## src/hw/rtl/cloud_in_cell_deposit_unit_macros.svh

```systemverilog
// ----------------------------------------------------------------------------
// cloud_in_cell_deposit_unit_macros.svh
// Assertion macros shared by the cloud-in-cell deposit unit.
// ----------------------------------------------------------------------------
`ifndef CLOUD_IN_CELL_DEPOSIT_UNIT_MACROS_SVH
`define CLOUD_IN_CELL_DEPOSIT_UNIT_MACROS_SVH

// Check that the consequent holds in the same cycle as the antecedent
`define CICD_ASSERT_SAME(label, clk, rst, ante, cons, msg) \
   label: assert property (@(posedge clk) disable iff (rst) (ante) |-> (cons)) \
      else $error(msg);

// Check that the consequent holds in the cycle after the antecedent
`define CICD_ASSERT_NEXT(label, clk, rst, ante, cons, msg) \
   label: assert property (@(posedge clk) disable iff (rst) (ante) |=> (cons)) \
      else $error(msg);

`endif

```

## src/hw/rtl/cicd_mul.sv

```systemverilog
// ----------------------------------------------------------------------------
// cicd_mul
// Shared 32x32 unsigned multiplier with a registered product.
// ----------------------------------------------------------------------------
module cicd_mul (
   input  logic        clock,
   input  logic [31:0] mul_a,
   input  logic [31:0] mul_b,
   output logic [63:0] prod_ff
);

   // Register the product every cycle
   always_ff @(posedge clock) begin
      prod_ff <= 64'(mul_a) * 64'(mul_b);
   end

endmodule

```

## config.mk

```make
export PLATFORM = sky130hd
export DESIGN_NAME = cicd_mul
export DESIGN_NICKNAME = d
export VERILOG_FILES = /design/src/hw/rtl/cloud_in_cell_deposit_unit_macros.svh /design/src/hw/rtl/cicd_mul.sv
export SDC_FILE = /design/constraint.sdc
export NUM_CORES = 2
export LEC_CHECK = 0
export BUFFER_PORTS_ARGS = -buffer_cell sky130_fd_sc_hd__buf_2
export CELL_PAD_IN_SITES_DETAIL_PLACEMENT = 0
export CELL_PAD_IN_SITES_GLOBAL_PLACEMENT = 1
export CORE_MARGIN = 2
export CORE_UTILIZATION = 50
export DETAILED_ROUTE_END_ITERATION = 16
export GPL_TIMING_DRIVEN = 0
export PLACE_DENSITY_LB_ADDON = 0.1
export SLEW_MARGIN = 40
export SYNTH_ARGS = -nofsm -noshare
export SYNTH_HDL_FRONTEND = slang
export SYNTH_SLANG_ARGS = --single-unit
```

## constraint.sdc

```tcl
create_clock -name clock -period 15.82 [get_ports clock]
set_clock_uncertainty 0.1 [all_clocks]
set_input_delay 0.791 -clock clock [delete_from_list [all_inputs] [get_ports clock]]
set_output_delay 0.791 -clock clock [all_outputs]
set_load 0.02 [all_outputs]
```

==> out/metrics.yaml <==
gp_congestion: 1.03
drive_above_1_share_pct: 6.13
h-tree-depth: 3
cp_max_fo: 10
gr-total-overflow: 0
core_area_sq_mm: 0.0686
post-cts-setup-buffers: 0
synth.avg_cell_area_sq_um: 9.25
clk_path_buf_depth: 2
yosys_warnings: 0
end_kind: "register"
dr.pass1.iters: 5
vias_per_cell: 5.53
fin_crit_sh_pct: 57.5
port_buffers: 128
cts_resized: 0
hold_viol_final: 0
synth_common_cells: "fa_1, inv_1, and2_1, nand2_1, ha_1"
cts_tree: "done"
ys_seq_area_share_pct: 3.69
clock-sinks: 64
die_w_um: 267
num_vias: 26734
dp_hpwl_um: 110000
layout.nets: 5118
tightest_slew_ps: 944
clockRootBuffer: "clkbuf_16"
min_from: "mul_b[0]"
critical_path_arrival_ps: 9280
drc: 0
fin_crit_ps: 9100
syn_area_sq_mm: 0.0347
final_cells: 4833
grt_pass1_vias: 27989
grt_pass1_wl_um: 189000
cts.clk_slew.worst_paths_ps: 60
regMostFlops: "prod_ff"
dp_cells: 4810
synth_top_area_share_pct: 51.7
synth_edf_count: 0
dr.first_iter.drc_count: 2040
mappedNetlistNets: 4972
cts_hold_buffers: 0
rows: 96
rsz0062_at_grt: "false"
required_ps: 16000
outcome: "complete, no violations"
synthArstFlopShare_pct: 0
drt-total-wl_um: 131000
start_kind: "input port"
hold_path.class: "input port to register"
setup_tns_ps: 0
die_y_um: 267
num_io_pins: 129
grtUsageTotal_pct: 37.9
slew_viol_final: 0
start_util_pct: 50.6
top_regs: "prod_ff: 64 flops"
final_antenna_net_count: 0
synth_flop_cell: "dfxtp_1"
grt_antenna_before_repair: 21
wl_per_cell_um: 27.0
syn_inst: 3748
ys_top_cells_by_area: "fa_1, and2_1, ha_1"
cts_buffers: 9
largest_register_ffs: 64
crit_type: "input port to register"
startpoint: "mul_b[7]"
synth_top_cell_by_area: "fa_1"
synth.most_common_cell: "fa_1"
maxCapViolCount: 0
synth.distinct_cells: 57
grt_start_max_net_pins: 14
die_area_sq_mm: 0.0715
ys_ff_latch: 64
setup_viol: 0
area_delta_synth_final_pct: 6.60
max_slew_margin_pct: 37.0
max_freq_ghz: 0.110
## path summary, 6_finish.rpt
kind                             endpoint  slack, ps  cells after the start
worst max-delay path  prod_ff[63]$_DFF_P_       6720                     26
worst min-delay path   prod_ff[0]$_DFF_P_        670                      2
## cells by family after synthesis
group / share of synthesized area [%]
flops: 3.69
mux: 0.0289
compound gates: 4.15
xor+xnor: 1.52
buf+inv: 11.8
fa+ha+maj: 61.2
simple gates: 17.6
## per-layer routing
metal	vias to the layer above	GRT usage, %	part of all wire, %
met2	1308	60.6	46
met4	2	28.2	9.6
li1	11140	-	-
met3	400	5.73	7.8
met5	-	0	0.010
met1	13884	46.7	36
## layout by cell type (no fill, tap or decap), types with 4 or more instances in the layout
cell type	Yosys	routed
a21oi_1	63	63
clkbuf_1	213	148
fa_1	896	896
nor3_1	7	7
a21o_1	40	40
nand3_1	10	10
and3_1	14	14
buf_2	6	134
inv_1	865	865
xnor2_1	35	35
o21ai_1	5	5
xor2_1	25	25
clkbuf_16	0	9
and2_1	602	602
o21ai_0	21	21
o21a_1	9	9
clkbuf_2	0	65
nand4_1	23	23
nand2_1	480	480
ha_1	263	263
a31oi_1	12	12
o21bai_1	10	10
buf_6	0	4
nor2_1	20	20
dfxtp_1	64	64
a221o_1	4	4
## stage by stage
| step | setup WS (ps) | util (%) | hold slack (ps) | instance area [sq um] |
|---|---|---|---|---|
| 3_3_place_gp | 6560 | 53.2 | 1020 | 36500 |
| 3_5_place_dp | 6550 | 53.3 | 1030 | 36600 |
| 6_report | 6720 | 53.9 | 672 | 37000 |
| 4_1_cts | 6870 | 53.8 | 668 | 36900 |
| 2_1_floorplan | 8180 | - | 818 | 34700 |
| 5_1_grt | 6510 | 53.9 | 677 | 37000 |
## layout make-up
type	count	area [sq um]
Fill cell	6628	31600
Multi-Input combinational cell	2599	29300
Timing Repair Buffer	135	708
Clock inverter	7	103
Buffer	220	915
Tap cell	931	1160
Inverter	865	3250
Clock buffer	9	225
Antenna cell	3	7.51
Sequential cell	64	1280
## worst max-delay path: stages
cell,delay (ps)
buf_2,260
clkbuf_1,720
and2_1,280
fa_1,450
fa_1,450
fa_1,550
inv_1,50
fa_1,480
inv_1,50
fa_1,490
inv_1,50
fa_1,540
inv_1,60
fa_1,560
fa_1,530
ha_1,320
clkbuf_1,310
nand4_1,190
a2111o_1,320
a21o_1,220
a21oi_2,190
a31oi_1,240
o31ai_4,450
a21oi_2,190
a221oi_1,290
and4_1,220
Power is left out: the tool's default activity adds up to more than one toggle a clock period on the data nets, which glitch-free logic cannot reach.
