`config.mk`:
```
export PLATFORM = sky130hd
export DESIGN_NAME = cicd_seq
export DESIGN_NICKNAME = d
export VERILOG_FILES = /design/src/hw/rtl/cloud_in_cell_deposit_unit_macros.svh /design/src/hw/rtl/cicd_pkg.sv /design/src/hw/rtl/cicd_seq.sv
export SDC_FILE = /design/constraint.sdc
export NUM_CORES = 1
export LEC_CHECK = 0
export BUFFER_PORTS_ARGS = -buffer_cell sky130_fd_sc_hd__buf_2
export CORE_UTILIZATION = 40
export CTS_CLUSTER_SIZE = 20
export DETAILED_ROUTE_END_ITERATION = 6
export PLACE_DENSITY_LB_ADDON = 0.1
export SETUP_SLACK_MARGIN = 0.2
export SYNTH_ARGS = -nofsm -noshare
export SYNTH_HDL_FRONTEND = slang
export SYNTH_SLANG_ARGS = --single-unit
```
`constraint.sdc`:
```
create_clock -name clock -period 11.9 [get_ports clock]
set_clock_uncertainty 0.15 [all_clocks]
set_input_delay 1.19 -clock clock [delete_from_list [all_inputs] [get_ports clock]]
set_output_delay 1.19 -clock clock [all_outputs]
set_load 0.005 [all_outputs]
```
`src/hw/rtl/cloud_in_cell_deposit_unit_macros.svh`:
```
// ----------------------------------------------------------------------------
// cloud_in_cell_deposit_unit_macros.svh
// Assertion macros shared by the cloud-in-cell deposit unit.
// ----------------------------------------------------------------------------
`ifndef CLOUD_IN_CELL_DEPOSIT_UNIT_MACROS_SVH
`define CLOUD_IN_CELL_DEPOSIT_UNIT_MACROS_SVH

// Check that the consequent holds in the same cycle as the antecedent
`define CICD_ASSERT_SAME(label, clk, rst, ante, cons, msg) \
   label: assert property (@(posedge clk) disable iff (rst) (ante) |-> (cons)) \
      else $error(msg);

// Check that the consequent holds in the cycle after the antecedent
`define CICD_ASSERT_NEXT(label, clk, rst, ante, cons, msg) \
   label: assert property (@(posedge clk) disable iff (rst) (ante) |=> (cons)) \
      else $error(msg);

`endif

```
`src/hw/rtl/cicd_pkg.sv`:
```
// ----------------------------------------------------------------------------
// cicd_pkg
// Types, constants and codes of the cloud-in-cell deposit unit.
// ----------------------------------------------------------------------------
package cicd_pkg;

   // Grid geometry default
   localparam int GRID_SIZE_DEF = 32;

   // Field widths
   localparam int POS_W    = 32;
   localparam int CSR_W    = 32;
   localparam int VAL_W    = 48;
   localparam int IDX_W    = 15;
   localparam int FRAC_W   = 16;
   localparam int CSR_IDX_W = 2;

   // Fixed point constants
   localparam logic [FRAC_W:0]  ONE_Q16 = 17'h10000;
   localparam logic [VAL_W-1:0] VAL_MAX = 48'hFFFF_FFFF_FFFF;

   // Register reset values
   localparam logic [CSR_W-1:0] CELL_SCALE_RST    = 32'h0100_0000;
   localparam logic [CSR_W-1:0] DENSITY_SCALE_RST = 32'h0001_0000;

   // Register indexes
   localparam logic [CSR_IDX_W-1:0] CSR_CELL_SCALE    = 2'd0;
   localparam logic [CSR_IDX_W-1:0] CSR_DENSITY_SCALE = 2'd1;

   // Result status codes
   typedef enum logic [1:0] {
      STAT_OK   = 2'd0,
      STAT_DROP = 2'd1,
      STAT_SAT  = 2'd2
   } status_type;

   // Sequencer states
   typedef enum logic [3:0] {
      ST_CLEAR,
      ST_IDLE,
      ST_SX,
      ST_SY,
      ST_SZ,
      ST_MS,
      ST_MC,
      ST_T1,
      ST_T2,
      ST_I1,
      ST_I2,
      ST_WR,
      ST_RD,
      ST_DONE
   } state_type;

   // Request payload
   typedef struct packed {
      logic             req_type;
      logic [POS_W-1:0] pos_x;
      logic [POS_W-1:0] pos_y;
      logic [POS_W-1:0] pos_z;
      logic [POS_W-1:0] mass_weight;
      logic [IDX_W-1:0] cell_index;
   } req_payload_type;

   // Response payload
   typedef struct packed {
      status_type       status;
      logic [VAL_W-1:0] cell_value;
   } rsp_payload_type;

endpackage

```
`src/hw/rtl/cicd_seq.sv`:
```
// ----------------------------------------------------------------------------
// cicd_seq
// Sequencer and datapath: splits positions, forms the trilinear weights and
// increments on the shared multiplier, and updates eight grid cells.
// ----------------------------------------------------------------------------
module cicd_seq #(
   parameter int GRID_SIZE = cicd_pkg::GRID_SIZE_DEF
) (
   input  logic                              clock,
   input  logic                              reset,
   input  logic                              req_valid,
   output logic                              req_ready,
   input  cicd_pkg::req_payload_type         req_data,
   input  logic [cicd_pkg::CSR_W-1:0]        cell_scale,
   input  logic [cicd_pkg::CSR_W-1:0]        density_scale,
   output logic                              res_valid,
   input  logic                              res_ready,
   output cicd_pkg::rsp_payload_type         res_data,
   output logic [31:0]                       mul_a,
   output logic [31:0]                       mul_b,
   input  logic [63:0]                       mul_prod,
   output logic                              mem_we,
   output logic                              mem_re,
   output logic [$clog2(GRID_SIZE**3)-1:0]   mem_addr,
   output logic [cicd_pkg::VAL_W-1:0]        mem_wdata,
   input  logic [cicd_pkg::VAL_W-1:0]        mem_rdata
);

   localparam int CW         = $clog2(GRID_SIZE);
   localparam int CELL_COUNT = GRID_SIZE * GRID_SIZE * GRID_SIZE;
   localparam int AW         = $clog2(CELL_COUNT);
   localparam logic [AW-1:0] G_A     = AW'(GRID_SIZE);
   localparam logic [AW-1:0] LAST_A  = AW'(CELL_COUNT - 1);
   localparam logic [31:0]   COUNT_W = 32'(CELL_COUNT);
   localparam logic [23:0]   G_CELL  = 24'(GRID_SIZE);
   localparam logic [CW-1:0] G_LAST  = CW'(GRID_SIZE - 1);

   localparam int VW = cicd_pkg::VAL_W;
   localparam int FW = cicd_pkg::FRAC_W;

   cicd_pkg::state_type       state_ff, state_in;
   cicd_pkg::req_payload_type req_ff, req_in;
   cicd_pkg::status_type      status_ff, status_in;

   logic [CW-1:0] lo_ff [3];
   logic [CW-1:0] lo_in [3];
   logic [CW-1:0] hi_ff [3];
   logic [CW-1:0] hi_in [3];
   logic [FW-1:0] fr_ff [3];
   logic [FW-1:0] fr_in [3];

   logic          oob_ff, oob_in;
   logic          sat_ff, sat_in;
   logic [VW-1:0] m_ff, m_in;
   logic [2:0]    corner_ff, corner_in;
   logic [FW:0]   t_ff, t_in;
   logic [31:0]   plo_ff, plo_in;
   logic [AW-1:0] addr_ff, addr_in;
   logic [AW-1:0] clr_ff, clr_in;

   // Position split from the product
   logic [23:0]   split_cell;
   logic [FW-1:0] split_frac;
   logic          split_oob;
   logic [CW-1:0] split_lo;
   logic [CW-1:0] split_hi;
   logic          cap_en;
   logic [1:0]    cap_axis;

   // Corner weights and coordinates
   logic [FW:0]   w_x, w_y, w_z;
   logic [CW-1:0] c_x, c_y, c_z;
   logic [AW-1:0] corner_addr;

   // Accumulate
   logic [VW:0]   inc_w;
   logic [VW:0]   sum_w;
   logic [VW-1:0] sum_sat;
   logic          idx_oob;

   // Split one axis: integer cell in bits 63..40, fraction in bits 39..24
   assign split_cell = mul_prod[63:40];
   assign split_frac = mul_prod[39:24];
   assign split_oob  = (split_cell >= G_CELL);
   assign split_lo   = split_cell[CW-1:0];
   assign split_hi   = (split_lo == G_LAST) ? '0 : split_lo + CW'(1);

   // Pick the weight and coordinate of each axis for the current corner
   assign w_x = corner_ff[2] ? {1'b0, fr_ff[0]} : cicd_pkg::ONE_Q16 - {1'b0, fr_ff[0]};
   assign w_y = corner_ff[1] ? {1'b0, fr_ff[1]} : cicd_pkg::ONE_Q16 - {1'b0, fr_ff[1]};
   assign w_z = corner_ff[0] ? {1'b0, fr_ff[2]} : cicd_pkg::ONE_Q16 - {1'b0, fr_ff[2]};
   assign c_x = corner_ff[2] ? hi_ff[0] : lo_ff[0];
   assign c_y = corner_ff[1] ? hi_ff[1] : lo_ff[1];
   assign c_z = corner_ff[0] ? hi_ff[2] : lo_ff[2];
   assign corner_addr = (AW'(c_x) * G_A + AW'(c_y)) * G_A + AW'(c_z);

   // Increment = (m_hi * t) << 16 + (m_lo * t) >> 16, then saturating add
   assign inc_w   = {1'b0, mul_prod[31:0], 16'b0} + (VW+1)'(plo_ff);
   assign sum_w   = {1'b0, mem_rdata} + {1'b0, inc_w[VW-1:0]};
   assign sum_sat = sum_w[VW] ? cicd_pkg::VAL_MAX : sum_w[VW-1:0];

   assign idx_oob = (32'(req_ff.cell_index) >= COUNT_W);

   // Next state
   always_comb begin
      state_in = state_ff;
      unique case (state_ff)
         cicd_pkg::ST_CLEAR: begin
            if (clr_ff == LAST_A) state_in = cicd_pkg::ST_IDLE;
         end
         cicd_pkg::ST_IDLE: begin
            if (req_valid) begin
               state_in = req_data.req_type ? cicd_pkg::ST_RD : cicd_pkg::ST_SX;
            end
         end
         cicd_pkg::ST_SX: state_in = cicd_pkg::ST_SY;
         cicd_pkg::ST_SY: state_in = cicd_pkg::ST_SZ;
         cicd_pkg::ST_SZ: state_in = cicd_pkg::ST_MS;
         cicd_pkg::ST_MS: state_in = cicd_pkg::ST_MC;
         cicd_pkg::ST_MC: begin
            state_in = oob_ff ? cicd_pkg::ST_DONE : cicd_pkg::ST_T1;
         end
         cicd_pkg::ST_T1: state_in = cicd_pkg::ST_T2;
         cicd_pkg::ST_T2: state_in = cicd_pkg::ST_I1;
         cicd_pkg::ST_I1: state_in = cicd_pkg::ST_I2;
         cicd_pkg::ST_I2: state_in = cicd_pkg::ST_WR;
         cicd_pkg::ST_WR: begin
            state_in = (&corner_ff) ? cicd_pkg::ST_DONE : cicd_pkg::ST_T1;
         end
         cicd_pkg::ST_RD: state_in = cicd_pkg::ST_DONE;
         cicd_pkg::ST_DONE: begin
            if (res_ready) state_in = cicd_pkg::ST_IDLE;
         end
         default: state_in = cicd_pkg::ST_IDLE;
      endcase
   end

   // Handshakes, multiplier operands and memory port
   always_comb begin
      req_ready = 1'b0;
      res_valid = 1'b0;
      mul_a     = '0;
      mul_b     = '0;
      mem_we    = 1'b0;
      mem_re    = 1'b0;
      mem_addr  = addr_ff;
      mem_wdata = sum_sat;
      unique case (state_ff)
         cicd_pkg::ST_CLEAR: begin
            mem_we    = 1'b1;
            mem_addr  = clr_ff;
            mem_wdata = '0;
         end
         cicd_pkg::ST_IDLE: req_ready = 1'b1;
         cicd_pkg::ST_SX: begin
            mul_a = req_ff.pos_x;
            mul_b = cell_scale;
         end
         cicd_pkg::ST_SY: begin
            mul_a = req_ff.pos_y;
            mul_b = cell_scale;
         end
         cicd_pkg::ST_SZ: begin
            mul_a = req_ff.pos_z;
            mul_b = cell_scale;
         end
         cicd_pkg::ST_MS: begin
            mul_a = req_ff.mass_weight;
            mul_b = density_scale;
         end
         cicd_pkg::ST_T1: begin
            mul_a    = 32'(w_x);
            mul_b    = 32'(w_y);
            mem_re   = 1'b1;
            mem_addr = corner_addr;
         end
         cicd_pkg::ST_T2: begin
            mul_a = 32'(mul_prod[32:16]);
            mul_b = 32'(w_z);
         end
         cicd_pkg::ST_I1: begin
            mul_a = m_ff[31:0];
            mul_b = 32'(mul_prod[32:16]);
         end
         cicd_pkg::ST_I2: begin
            mul_a = 32'(m_ff[VW-1:32]);
            mul_b = 32'(t_ff);
         end
         cicd_pkg::ST_WR: mem_we = 1'b1;
         cicd_pkg::ST_RD: begin
            mem_re   = !idx_oob;
            mem_addr = AW'(req_ff.cell_index);
         end
         cicd_pkg::ST_DONE: res_valid = 1'b1;
         default: ;
      endcase
   end

   // Read results carry the cell; everything else carries zero
   assign res_data.status     = status_ff;
   assign res_data.cell_value = (req_ff.req_type && status_ff == cicd_pkg::STAT_OK) ?
                                mem_rdata : '0;

   // Capture axis x, y, z in the cycle after each split product is issued
   always_comb begin
      cap_en   = 1'b0;
      cap_axis = 2'd0;
      unique case (state_ff)
         cicd_pkg::ST_SY: begin
            cap_en   = 1'b1;
            cap_axis = 2'd0;
         end
         cicd_pkg::ST_SZ: begin
            cap_en   = 1'b1;
            cap_axis = 2'd1;
         end
         cicd_pkg::ST_MS: begin
            cap_en   = 1'b1;
            cap_axis = 2'd2;
         end
         default: ;
      endcase
   end

   // Datapath register updates
   always_comb begin
      req_in    = req_ff;
      status_in = status_ff;
      oob_in    = oob_ff;
      sat_in    = sat_ff;
      m_in      = m_ff;
      corner_in = corner_ff;
      t_in      = t_ff;
      plo_in    = plo_ff;
      addr_in   = addr_ff;
      clr_in    = clr_ff;
      for (int k = 0; k < 3; k++) begin
         lo_in[k] = lo_ff[k];
         hi_in[k] = hi_ff[k];
         fr_in[k] = fr_ff[k];
         if (cap_en && cap_axis == 2'(k)) begin
            lo_in[k] = split_lo;
            hi_in[k] = split_hi;
            fr_in[k] = split_frac;
         end
      end
      if (cap_en) oob_in = oob_ff | split_oob;

      unique case (state_ff)
         cicd_pkg::ST_CLEAR: clr_in = clr_ff + AW'(1);
         cicd_pkg::ST_IDLE: begin
            if (req_valid) begin
               req_in = req_data;
               oob_in = 1'b0;
               sat_in = 1'b0;
            end
         end
         cicd_pkg::ST_MC: begin
            m_in      = mul_prod[63:16];
            corner_in = '0;
            if (oob_ff) status_in = cicd_pkg::STAT_DROP;
         end
         cicd_pkg::ST_T1: addr_in = corner_addr;
         cicd_pkg::ST_I1: t_in = mul_prod[32:16];
         cicd_pkg::ST_I2: plo_in = mul_prod[47:16];
         cicd_pkg::ST_WR: begin
            sat_in    = sat_ff | sum_w[VW];
            corner_in = corner_ff + 3'd1;
            if (&corner_ff) begin
               status_in = (sat_ff | sum_w[VW]) ? cicd_pkg::STAT_SAT : cicd_pkg::STAT_OK;
            end
         end
         cicd_pkg::ST_RD: begin
            status_in = idx_oob ? cicd_pkg::STAT_DROP : cicd_pkg::STAT_OK;
         end
         default: ;
      endcase
   end

   // Control registers
   always_ff @(posedge clock) begin
      if (reset) begin
         state_ff  <= cicd_pkg::ST_CLEAR;
         clr_ff    <= '0;
         corner_ff <= '0;
         oob_ff    <= 1'b0;
         sat_ff    <= 1'b0;
         status_ff <= cicd_pkg::STAT_OK;
      end else begin
         state_ff  <= state_in;
         clr_ff    <= clr_in;
         corner_ff <= corner_in;
         oob_ff    <= oob_in;
         sat_ff    <= sat_in;
         status_ff <= status_in;
      end
   end

   // Payload registers
   always_ff @(posedge clock) begin
      req_ff  <= req_in;
      m_ff    <= m_in;
      t_ff    <= t_in;
      plo_ff  <= plo_in;
      addr_ff <= addr_in;
      for (int k = 0; k < 3; k++) begin
         lo_ff[k] <= lo_in[k];
         hi_ff[k] <= hi_in[k];
         fr_ff[k] <= fr_in[k];
      end
   end

endmodule

```
==> results of run 1 <==
## cell type report
type | instances | area, µm²
well taps | 607 | 759
clock inverters | 19 | 143
diodes | 4 | 10.0
flip-flops and latches | 360 | 10600
fillers | 4248 | 23400
repair buffers | 524 | 2670
multi-input cells | 1176 | 7890
clock buffers | 48 | 1020
inverters | 38 | 143
## sequential cells by signal, summed over array words and instances, names as in the netlist
register,flops
corner_ff,3
t_ff,17
oob_ff,1
state_ff,4
req_ff,144
plo_ff,32
lo_ff,15
m_ff,48
clr_ff,15
sat_ff,1
status_ff,2
addr_ff,15
hi_ff,15
fr_ff,48
## cell usage after synthesis (3+ instances only)
cell / count
inv_1: 38
clkbuf_1: 71
a21o_1: 32
a211oi_1: 4
edfxtp_1: 334
o21bai_1: 8
o211ai_1: 17
a211o_1: 3
dfxtp_1: 26
mux2i_1: 7
nor3_1: 30
a21oi_1: 158
nand2b_1: 12
nor2b_1: 11
xnor2_1: 66
or4_1: 3
and2_1: 54
a22o_1: 29
nand2_1: 131
a222oi_1: 42
xor2_1: 63
nor4_1: 12
o2111ai_1: 5
a31oi_1: 7
nor3b_1: 3
o21ai_0: 60
nor2_1: 130
and3_1: 15
ha_1: 73
o31a_1: 4
o21a_1: 6
buf_2: 6
o22ai_1: 6
o21ai_1: 3
a221oi_1: 16
mux2_2: 17
buf_1: 7
o31ai_1: 4
or3_1: 6
nand4_1: 20
nand3_1: 38
a22oi_1: 55
## path summary, 6_finish.rpt
kind | cells after the start | start | end | slack [ns]
max | 24 | mul_prod[0] | mem_wdata[47] | 4.13
max reg2reg | 22 | plo_ff[16]$_DFFE_PN_ | status_ff[1]$_SDFFE_PP0P_ | 6.23
min | 2 | oob_ff$_SDFF_PP0_ | oob_ff$_SDFF_PP0_ | 0.34
min reg2reg | 2 | oob_ff$_SDFF_PP0_ | oob_ff$_SDFF_PP0_ | 0.34
## critical path: cells and delay by family
kind | cells | cell delay (ns)
simple gates | 6 | 0.73
buf+inv | 2 | 0.23
compound gates | 12 | 3.23
fa+ha+maj | 3 | 0.98
xor+xnor | 1 | 0.07
## stage by stage
stage               instances  power [µW]  util (%)  setup WS (ns)  hold slack [ns]
floorplan                1659        1580         -           5.27            0.317
global placement         2705        1710      47.3           4.29            0.332
detailed placement       2705        1710      47.3           4.16            0.336
CTS                      2772        2840      49.8           4.13            0.345
global route             2774        2920      49.8           3.73            0.367
finish                   2776        2810      49.8           4.13            0.342
## routing by layer
layer	wire length [µm]	share of wire (%)	track usage, %	vias up
met5	34	0.054	0	-
met4	1420	2.3	7.34	6
met3	3980	6.3	4.09	78
met2	30700	49	43.7	614
met1	26700	42	33.3	7334
li1	-	-	-	7286
## power groups by stage
stage / Sequential [µW] / Combinational (µW) / Clock, µW
after detailed placement: 1410 / 304 / 0
after floorplan: 1410 / 171 / 0
final: 1380 / 305 / 1130
after global placement: 1410 / 305 / 0
after global routing: 1380 / 333 / 1200
after CTS: 1380 / 306 / 1150
## layout by cell type, fill, tap and decap left out, drive strengths merged, types with 8 or more instances in the layout
cell / netlist / final
a21o: 32 / 32
clkbuf: 71 / 48
ha: 73 / 73
nand2b: 12 / 12
a21oi: 158 / 158
nor3: 30 / 30
a22o: 29 / 29
and3: 15 / 15
nand2: 131 / 131
o21bai: 8 / 8
buf: 14 / 524
nor4: 14 / 14
a222oi: 42 / 42
xor2: 63 / 63
a221oi: 16 / 16
dfxtp: 26 / 26
nand3: 38 / 38
mux2: 17 / 17
xnor2: 66 / 66
o211ai: 17 / 17
nand4: 20 / 20
and2: 54 / 54
nor2b: 11 / 11
nor2: 130 / 130
inv: 38 / 39
edfxtp: 334 / 334
clkinv: 0 / 14
o21ai: 64 / 64
a22oi: 55 / 55
## cell families (layout without fill, tap and decap cells)
group	count (synthesis)	after routing	synth area share, %
adders and majority gates	75	75	5.06
other	0	4	0
xor gates and xnor gates	129	129	5.99
AOI/OAI and AO/OA	476	476	17.2
muxes	24	24	1.39
and+or+nand+nor	472	472	11.9
DFF	360	360	56.0
buffers and inverters	123	629	2.53
==> qor.txt, run 1 <==
Crit Path Max Fanout -> 48
Slowest CP cell -> o31a_2
Row count -> 79
Unrepaired setup endpoints after global routing -> no
CTS Hold Bufs -> 0
Layout cells sized above 1 -> 28.3%
1st-pass router iterations -> 7
Die area -> 48000 µm²
Worst-Margin Slew -> 1.11 ns
Netlist cell types -> 64
Clock root cell -> clkbuf_16
Max clock buf depth -> 3
All-layer global routing usage -> 25.6%
Syn Std Cell Area -> 18900 µm²
Clk Latency, worst-skew pair -> 0.53 ns
Crit path cell chain -> buf_2, ha_1, fa_1, a21o_1, a21o_1, a21oi_1, o21ai_0, a21oi_1, o31ai_1, a21oi_1, nor2_1, nand2_1, xnor2_1, ha_1, nand2_1, nand2_1, a21oi_1, o21ai_0, a21o_1, nor2_1, o31a_2, o211ai_1, and3_1, buf_2
H-tree lvl count -> 2
Fraction of registers with async set/reset -> 0%
Critical path class -> in -> out
Placed cell areas -> 22000 µm²
DR iter-0 viols -> 1619
CP required -> 10.56 ns
Clock power frac -> 40.0%
Status -> finished with violations
Slowest stage delay, CP -> 0.81 ns
Clock tree from TritonCTS -> done
Setup TNS -> 0 ns
Nets -> 2537
Largest net degree at the start of global routing -> 76
Fmax -> 129 MHz
Syn Nets -> 2058
Final Instance Area -> 23200 µm²
Number of synthesized flops with an enable pin -> 334
Dpl hpwl -> 46800 µm
CP startpoint kind -> primary input
Seq/Total Area, Yosys -> 56.0%
ANT nets after route -> 0
Total wire length -> 62800 µm
Io pins -> 505
First-pass GRT wire length -> 90900 µm
Post-CTS setup buffer count -> 0
Crit end category -> primary output
Yosys reg bits -> 360
GRT overflow -> 0
WP data arrival -> 6.43 ns
Slew HR -> 25.6%
Drc violations -> 1
Mean Syn Cell Area -> 11.4 µm²
Synth Warn # -> 0
Crit-path most repeated cell -> a21oi_1
Max_cap viols -> 0
Resized cells post-CTS -> 0
WL per Instance -> 22.6 µm
Net Sw Power -> 656 µW
Comb pwr share -> 10.8%
Number of global-route vias before repair -> 14669
Period utilization -> 65.3%
Die height -> 219 µm
Endpoints failing setup -> 0
Die W -> 219 µm
Most used DFF post-synth -> edfxtp_1
Number of vias per cell -> 5.52
Max IR drop VDD -> 0.000107 V
Initial antenna violation count -> 8
Failing checks -> design-rule violations
Sw Ratio -> 23.3%
Synth top area share -> 53.2%
Int Pwr -> 2160 µW
Power Density -> 121 nW/µm²
Initial Util -> 40.5%
Gpl congestion -> 0.914
Clock Pin Slew Worst Setup and Hold Paths -> 0.06 ns
Flop pwr share -> 49.1%
Fin crit period -> 7.77 ns
Core area -> 46600 µm²
Post-synthesis cell count -> 1659
Routed via count -> 15318
Hold Path Class -> reg -> reg
Final Max Slew Viols -> 0
Yosys top cell by area -> edfxtp_1
Port Buf Inserts -> 504
Pleak -> 0.00931 µW
Clk sinks -> 360
Area contributors post-synth -> edfxtp_1 53%, ha_1 4.8%, a21oi_1 4.2%
TritonCTS Buffers -> 38
Area growth syn-to-layout -> 23.0%
Final Hold Vio Count -> 0
Power figures use the tool's default switching activity.
==> inputs of run 2 (changes only) <==
Clock period 11.9 ns to 7.5 ns, I/O delays scaled along.
==> qor.txt, run 2 (synthesized netlist as in run 1, its figures left out) <==
Die height -> 219 µm (unchanged)
CTS Hold Bufs -> 0 (unchanged)
Met3 WL -> 3920 µm (was 3980 µm)
Largest register FFs -> 144 (unchanged)
Slew HR -> 26.2% (was 25.6%)
Unrepaired setup endpoints after global routing -> no (unchanged)
Final Max Slew Viols -> 0 (unchanged)
Register bank with the most flops -> req_ff (unchanged)
Most common cell after layout, fill and taps aside -> buf_2 (unchanged)
Row count -> 79 (unchanged)
Max_cap viols -> 0 (unchanged)
Area growth syn-to-layout -> 23.4% (was 23.0%)
WP data arrival -> 5.78 ns (was 6.43 ns)
1st-pass router iterations -> 6 (was 7)
Fin crit period -> 6.68 ns
Crit path cell chain -> ha_1, fa_1, a21o_1, a21o_1, a21oi_1, o21ai_0, a21oi_1, o31ai_1, a21oi_1, nor2_1, nand2_1, xnor2_1, ha_1, nand2_1, nand2_1, a21oi_1, o21ai_0, a21o_1, nor2_1, o31a_4, buf_4, a21oi_1, buf_2 (was buf_2, ha_1, fa_1, a21o_1, a21o_1, a21oi_1, o21ai_0, a21oi_1, o31ai_1, a21oi_1, nor2_1, nand2_1, xnor2_1, ha_1, nand2_1, nand2_1, a21oi_1, o21ai_0, a21o_1, nor2_1, o31a_2, o211ai_1, and3_1, buf_2)
Initial antenna violation count -> 8 (unchanged)
Fmax -> 150 MHz
First-pass GRT wire length -> 90300 µm (was 90900 µm)
Max IR drop VDD -> 0.000141 V (was 0.000107 V)
CP required -> 6.60 ns (was 10.56 ns)
Gpl congestion -> 0.894 (was 0.914)
Pleak -> 0.00935 µW (was 0.00931 µW)
Crit end category -> primary output (unchanged)
Routed wl met2 -> 30300 µm (was 30700 µm)
Crit Path Max Fanout -> 30 (was 48)
Fill cells -> 4245 (was 4248)
Final Hold Vio Count -> 0 (unchanged)
FF/Latch Area -> 10600 µm² (unchanged)
Slowest CP cell -> edfxtp_1 (was o31a_2)
Clock Pin Slew Worst Setup and Hold Paths -> 0.07 ns (was 0.06 ns)
WL per Instance -> 22.5 µm (was 22.6 µm)
Number of global-route vias before repair -> 14637 (was 14669)
Clock root cell -> clkbuf_16 (unchanged)
Uppermost routed layer -> met5 (unchanged)
H-tree lvl count -> 2 (unchanged)
Drc violations -> 0 (was 1)
Area of the multi-input gates -> 7900 µm² (was 7890 µm²)
Top flop regs -> req_ff x144, fr_ff x48, m_ff x48 (unchanged)
Setup TNS -> 0 ns (unchanged)
Crit-path most repeated cell -> a21oi_1 (unchanged)
Layout cells sized above 1 -> 28.7% (was 28.3%)
Worst-Margin Slew -> 1.10 ns (was 1.11 ns)
DR iter-0 viols -> 1300 (was 1619)
Largest net degree at the start of global routing -> 136 (was 76)
Number of vias per cell -> 5.51 (was 5.52)
M1 WL -> 26700 µm (about the same)
Period utilization -> 89.0%
Hold Path Class -> in -> reg (was reg -> reg)
Dpl hpwl -> 46700 µm (was 46800 µm)
Post-CTS setup buffer count -> 0 (unchanged)
Clock tree from TritonCTS -> done (unchanged)
Endpoints failing setup -> 0 (unchanged)
All-layer global routing usage -> 25.4% (was 25.6%)
Most frequent cells in the layout -> 504 x buf_2, 334 x edfxtp_1, 158 x a21oi_1 (unchanged)
Clk Latency, worst-skew pair -> 0.53 ns (about the same)
Io pins -> 505 (unchanged)
Clk sinks -> 360 (unchanged)
Dpl cells -> 2706 (was 2705)
ANT nets after route -> 0 (unchanged)
Max clock buf depth -> 3 (unchanged)
Critical path class -> reg -> out (was in -> out)
GRT overflow -> 0 (unchanged)
Total wire length -> 62600 µm (was 62800 µm)
Die area -> 48000 µm² (unchanged)
Routed via count -> 15305 (was 15318)
Initial Util -> 40.5% (unchanged)
Resized cells post-CTS -> 0 (unchanged)
Fin cells -> 2777 (was 2776)
Core area -> 46600 µm² (unchanged)
Nets -> 2538 (was 2537)
Port Buf Inserts -> 504 (unchanged)
Power Density -> 194 nW/µm² (was 121 nW/µm²)
Die W -> 219 µm (unchanged)
Status -> complete, no violations (was finished with violations)
TritonCTS Buffers -> 38 (unchanged)
Final cell utilization of the core -> 50.0% (was 49.8%)
Slowest stage delay, CP -> 0.44 ns (was 0.81 ns)
CP startpoint kind -> flop (was primary input)
## run 2: cell types whose count changed in the layout (fill, tap and decap cells not counted), sizes merged
cell,delta
buf,+1
clkinvlp,+2
diode,-2
clkinv,-1
clkbuf,-1
inv,+3
bufinv,-1
## run 2: metal layers
metal,global-route usage (%),vias up
met1,33.3,7293
met4,7.55,6
li1,-,7297
met3,4.09,93
met5,0,-
met2,43.2,616
## run 2: stage by stage
step                      setup slack, ns  total power, µW  instance area [µm²]  hold slack (ns)
final                               0.823             4510                23300            0.222
after global routing                0.331             4660                23300            0.204
after CTS                           0.660             4550                23200            0.201
after detailed placement            0.837             2720                22000            0.339
after global placement              0.949             2720                22000            0.333
after floorplan                      1.75             2510                18900            0.317
## run 2: worst max-delay path: cells and delay by family, from the launching register on
| family | cells | cell delay (ns) |
|---|---|---|
| buf+inv | 2 | 0.48 |
| fa+ha+maj | 3 | 0.95 |
| flops | 1 | 0.44 |
| simple gates | 5 | 0.56 |
| xor+xnor | 1 | 0.12 |
| compound gates | 12 | 2.68 |
## run 2: report_power, final
part / total (µW) / internal (µW) / switching, µW
registers: 2190 / 2190 / 1.83
clock network: 1830 / 1030 / 802
logic: 488 / 204 / 283
total: 4510 / 3420 / 1090
## run 2: worst paths after layout
path                          startpoint                        end  slack [ns]  depth (start not counted)
hold / removal              req_data[85]       req_ff[85]$_DFFE_PP_        0.22                          1
hold reg to reg   clr_ff[1]$_SDFFE_PP0N_     clr_ff[1]$_SDFFE_PP0N_        0.35                          2
setup / recovery    plo_ff[16]$_DFFE_PN_               mem_wdata[9]        0.82                         23
setup reg to reg    plo_ff[16]$_DFFE_PN_  status_ff[1]$_SDFFE_PP0P_        2.21                         23
## run 2: layout make-up
type,count,area share (%)
clock buffers,47,4.45
multi-input cells,1176,33.9
inverters,38,0.613
clock inverters,22,0.715
flip-flops and latches,360,45.4
well taps,607,3.27
diodes,2,0.0215
repair buffers,525,11.6
==> inputs of run 3 (changes only) <==
Settings changed: SLEW_MARGIN set to 10.
Clock period 7.5 ns to 8.3 ns, I/O delays scaled along.
==> qor.txt, run 3 (synthesized netlist as in run 1, its figures left out) <==
Period utilization -> 81.7%
Total wire length -> 62700 µm (was 62600 µm)
Crit end category -> primary output (unchanged)
All-layer global routing usage -> 25.6% (was 25.4%)
Top flop regs -> req_ff x144, fr_ff x48, m_ff x48 (unchanged)
Resized cells post-CTS -> 0 (unchanged)
Nets -> 2538 (unchanged)
Clk Latency, worst-skew pair -> 0.54 ns (was 0.53 ns)
ANT nets after route -> 0 (unchanged)
WL per Instance -> 22.6 µm (was 22.5 µm)
Sw Ratio -> 23.6% (was 24.1%)
Number of vias per cell -> 5.54 (was 5.51)
Critical path class -> reg -> out (unchanged)
Largest register FFs -> 144 (unchanged)
Pleak -> 0.00931 µW (was 0.00935 µW)
Status -> finished with violations (was complete, no violations)
Most common cell after layout, fill and taps aside -> buf_2 (unchanged)
Row count -> 79 (unchanged)
Place WS -> 1.58 ns (was 0.837 ns)
Initial Util -> 40.5% (unchanged)
Clock tree from TritonCTS -> done (unchanged)
Final Max Slew Viols -> 0 (unchanged)
Fill cells -> 4277 (was 4245)
Number of global-route vias before repair -> 14752 (was 14637)
Post-CTS setup buffer count -> 0 (unchanged)
First-pass GRT wire length -> 90700 µm (was 90300 µm)
Unrepaired setup endpoints after global routing -> no (unchanged)
Min Hold Slack -> 0.300 ns (was 0.222 ns)
Overall power -> 4030 µW (was 4510 µW)
Fmax -> 147 MHz
Register bank with the most flops -> req_ff (unchanged)
TritonCTS Buffers -> 38 (unchanged)
Clock Pin Slew Worst Setup and Hold Paths -> 0.06 ns (was 0.07 ns)
Endpoints failing setup -> 0 (unchanged)
Initial antenna violation count -> 10 (was 8)
WP data arrival -> 5.80 ns (was 5.78 ns)
CP startpoint kind -> flop (unchanged)
Failing checks -> design-rule violations
Clock power frac -> 40.1% (was 40.6%)
Routed via count -> 15375 (was 15305)
Clock root cell -> clkbuf_16 (unchanged)
Slew HR -> 22.8% (was 26.2%)
Area growth syn-to-layout -> 23.0% (was 23.4%)
Placed cell areas -> 22000 µm² (about the same)
Drc violations -> 17 (was 0)
GRT overflow -> 0 (unchanged)
Flop pwr share -> 49.1% (was 48.6%)
Crit Path Max Fanout -> 25 (was 30)
H-tree lvl count -> 2 (unchanged)
Critical path origin -> plo_ff[16]$_DFFE_PN_ (unchanged)
Power Density -> 174 nW/µm² (was 194 nW/µm²)
Die height -> 219 µm (unchanged)
Setup slack after layout -> 1.52 ns (was 0.823 ns)
CTS Hold Bufs -> 0 (unchanged)
Setup TNS -> 0 ns (unchanged)
Final Hold Vio Count -> 0 (unchanged)
Max_cap viols -> 0 (unchanged)
Comb pwr share -> 10.8% (about the same)
Dpl hpwl -> 46900 µm (was 46700 µm)
Max IR drop VDD -> 0.000144 V (was 0.000141 V)
1st-pass router iterations -> 7 (was 6)
Reg-to-Reg Start -> plo_ff[16]$_DFFE_PN_ (unchanged)
Largest net degree at the start of global routing -> 76 (was 136)
Worst-Margin Slew -> 1.15 ns (was 1.10 ns)
Final Instance Area -> 23200 µm² (was 23300 µm²)
Die W -> 219 µm (unchanged)
Die area -> 48000 µm² (unchanged)
Fin crit period -> 6.78 ns
Int Pwr -> 3080 µW (was 3420 µW)
Port Buf Inserts -> 504 (unchanged)
DR iter-0 viols -> 1349 (was 1300)
Core area -> 46600 µm² (unchanged)
Hold Path Origin -> req_data[53] (was req_data[85])
Gpl congestion -> 0.896 (was 0.894)
Io pins -> 505 (unchanged)
Layout cells sized above 1 -> 28.3% (was 28.7%)
Hold Path Class -> in -> reg (unchanged)
Net Sw Power -> 951 µW (was 1090 µW)
Most frequent cells in the layout -> 504 x buf_2, 334 x edfxtp_1, 158 x a21oi_1 (unchanged)
Clk sinks -> 360 (unchanged)
CP required -> 7.32 ns (was 6.60 ns)
Max clock buf depth -> 3 (unchanged)
-- run 3: worst max-delay path, stage by stage, from the launching register on --
cell	delay, ns
edfxtp_1	0.43
ha_1	0.24
fa_1	0.40
a21o_1	0.18
a21o_1	0.19
a21oi_1	0.19
o21ai_0	0.16
a21oi_1	0.25
o31ai_1	0.17
a21oi_1	0.40
nor2_1	0.13
nand2_1	0.10
xnor2_1	0.07
ha_1	0.35
nand2_1	0.08
nand2_1	0.05
a21oi_1	0.26
o21ai_0	0.18
a21o_1	0.21
nor2_1	0.11
o31a_2	0.45
buf_4	0.38
a21oi_1	0.12
buf_2	0.16
-- run 3: metrics by stage --
stage	utilization, %	instances
floorplan	-	1659
global placement	47.3	2706
detailed placement	47.3	2706
CTS	49.8	2773
global route	49.8	2774
finish	49.8	2776
-- run 3: per-layer routing --
layer	vias to the layer above	share of wire (%)	routed length, µm	global-route usage, %
li1	7299	-	-	-
met2	644	48	29800	42.7
met5	-	0.072	45	0
met4	8	3.7	2300	9.58
met1	7308	42	26300	33.0
met3	116	6.8	4270	4.77
-- run 3: worst paths after layout --
| check | to | slack [ns] | cells after the start |
|---|---|---|---|
| min reg2reg | clr_ff[5]$_SDFFE_PP0N_ | 0.35 | 2 |
| max reg2reg | status_ff[1]$_SDFFE_PP0P_ | 2.79 | 23 |
| max | mem_wdata[13] | 1.52 | 23 |
| min | req_ff[53]$_DFFE_PP_ | 0.30 | 1 |
-- run 3: layout make-up --
class | instances | area, µm² | share of cell area, %
Sequential cell | 360 | 10600 | 45.5
Multi-Input combinational cell | 1176 | 7890 | 34.0
Timing Repair Buffer | 525 | 2680 | 11.6
Clock buffer | 53 | 1050 | 4.53
Tap cell | 607 | 759 | 3.27
Inverter | 38 | 143 | 0.615
Clock inverter | 14 | 118 | 0.507
Antenna cell | 3 | 7.51 | 0.0324
-- run 3: power by group through the flow --
stage | registers (µW) | logic (µW) | clock network, µW
global placement | 2020 | 434 | 0
CTS | 1980 | 437 | 1650
finish | 1980 | 436 | 1620
floorplan | 2020 | 245 | 0
global route | 1980 | 480 | 1710
detailed placement | 2020 | 435 | 0
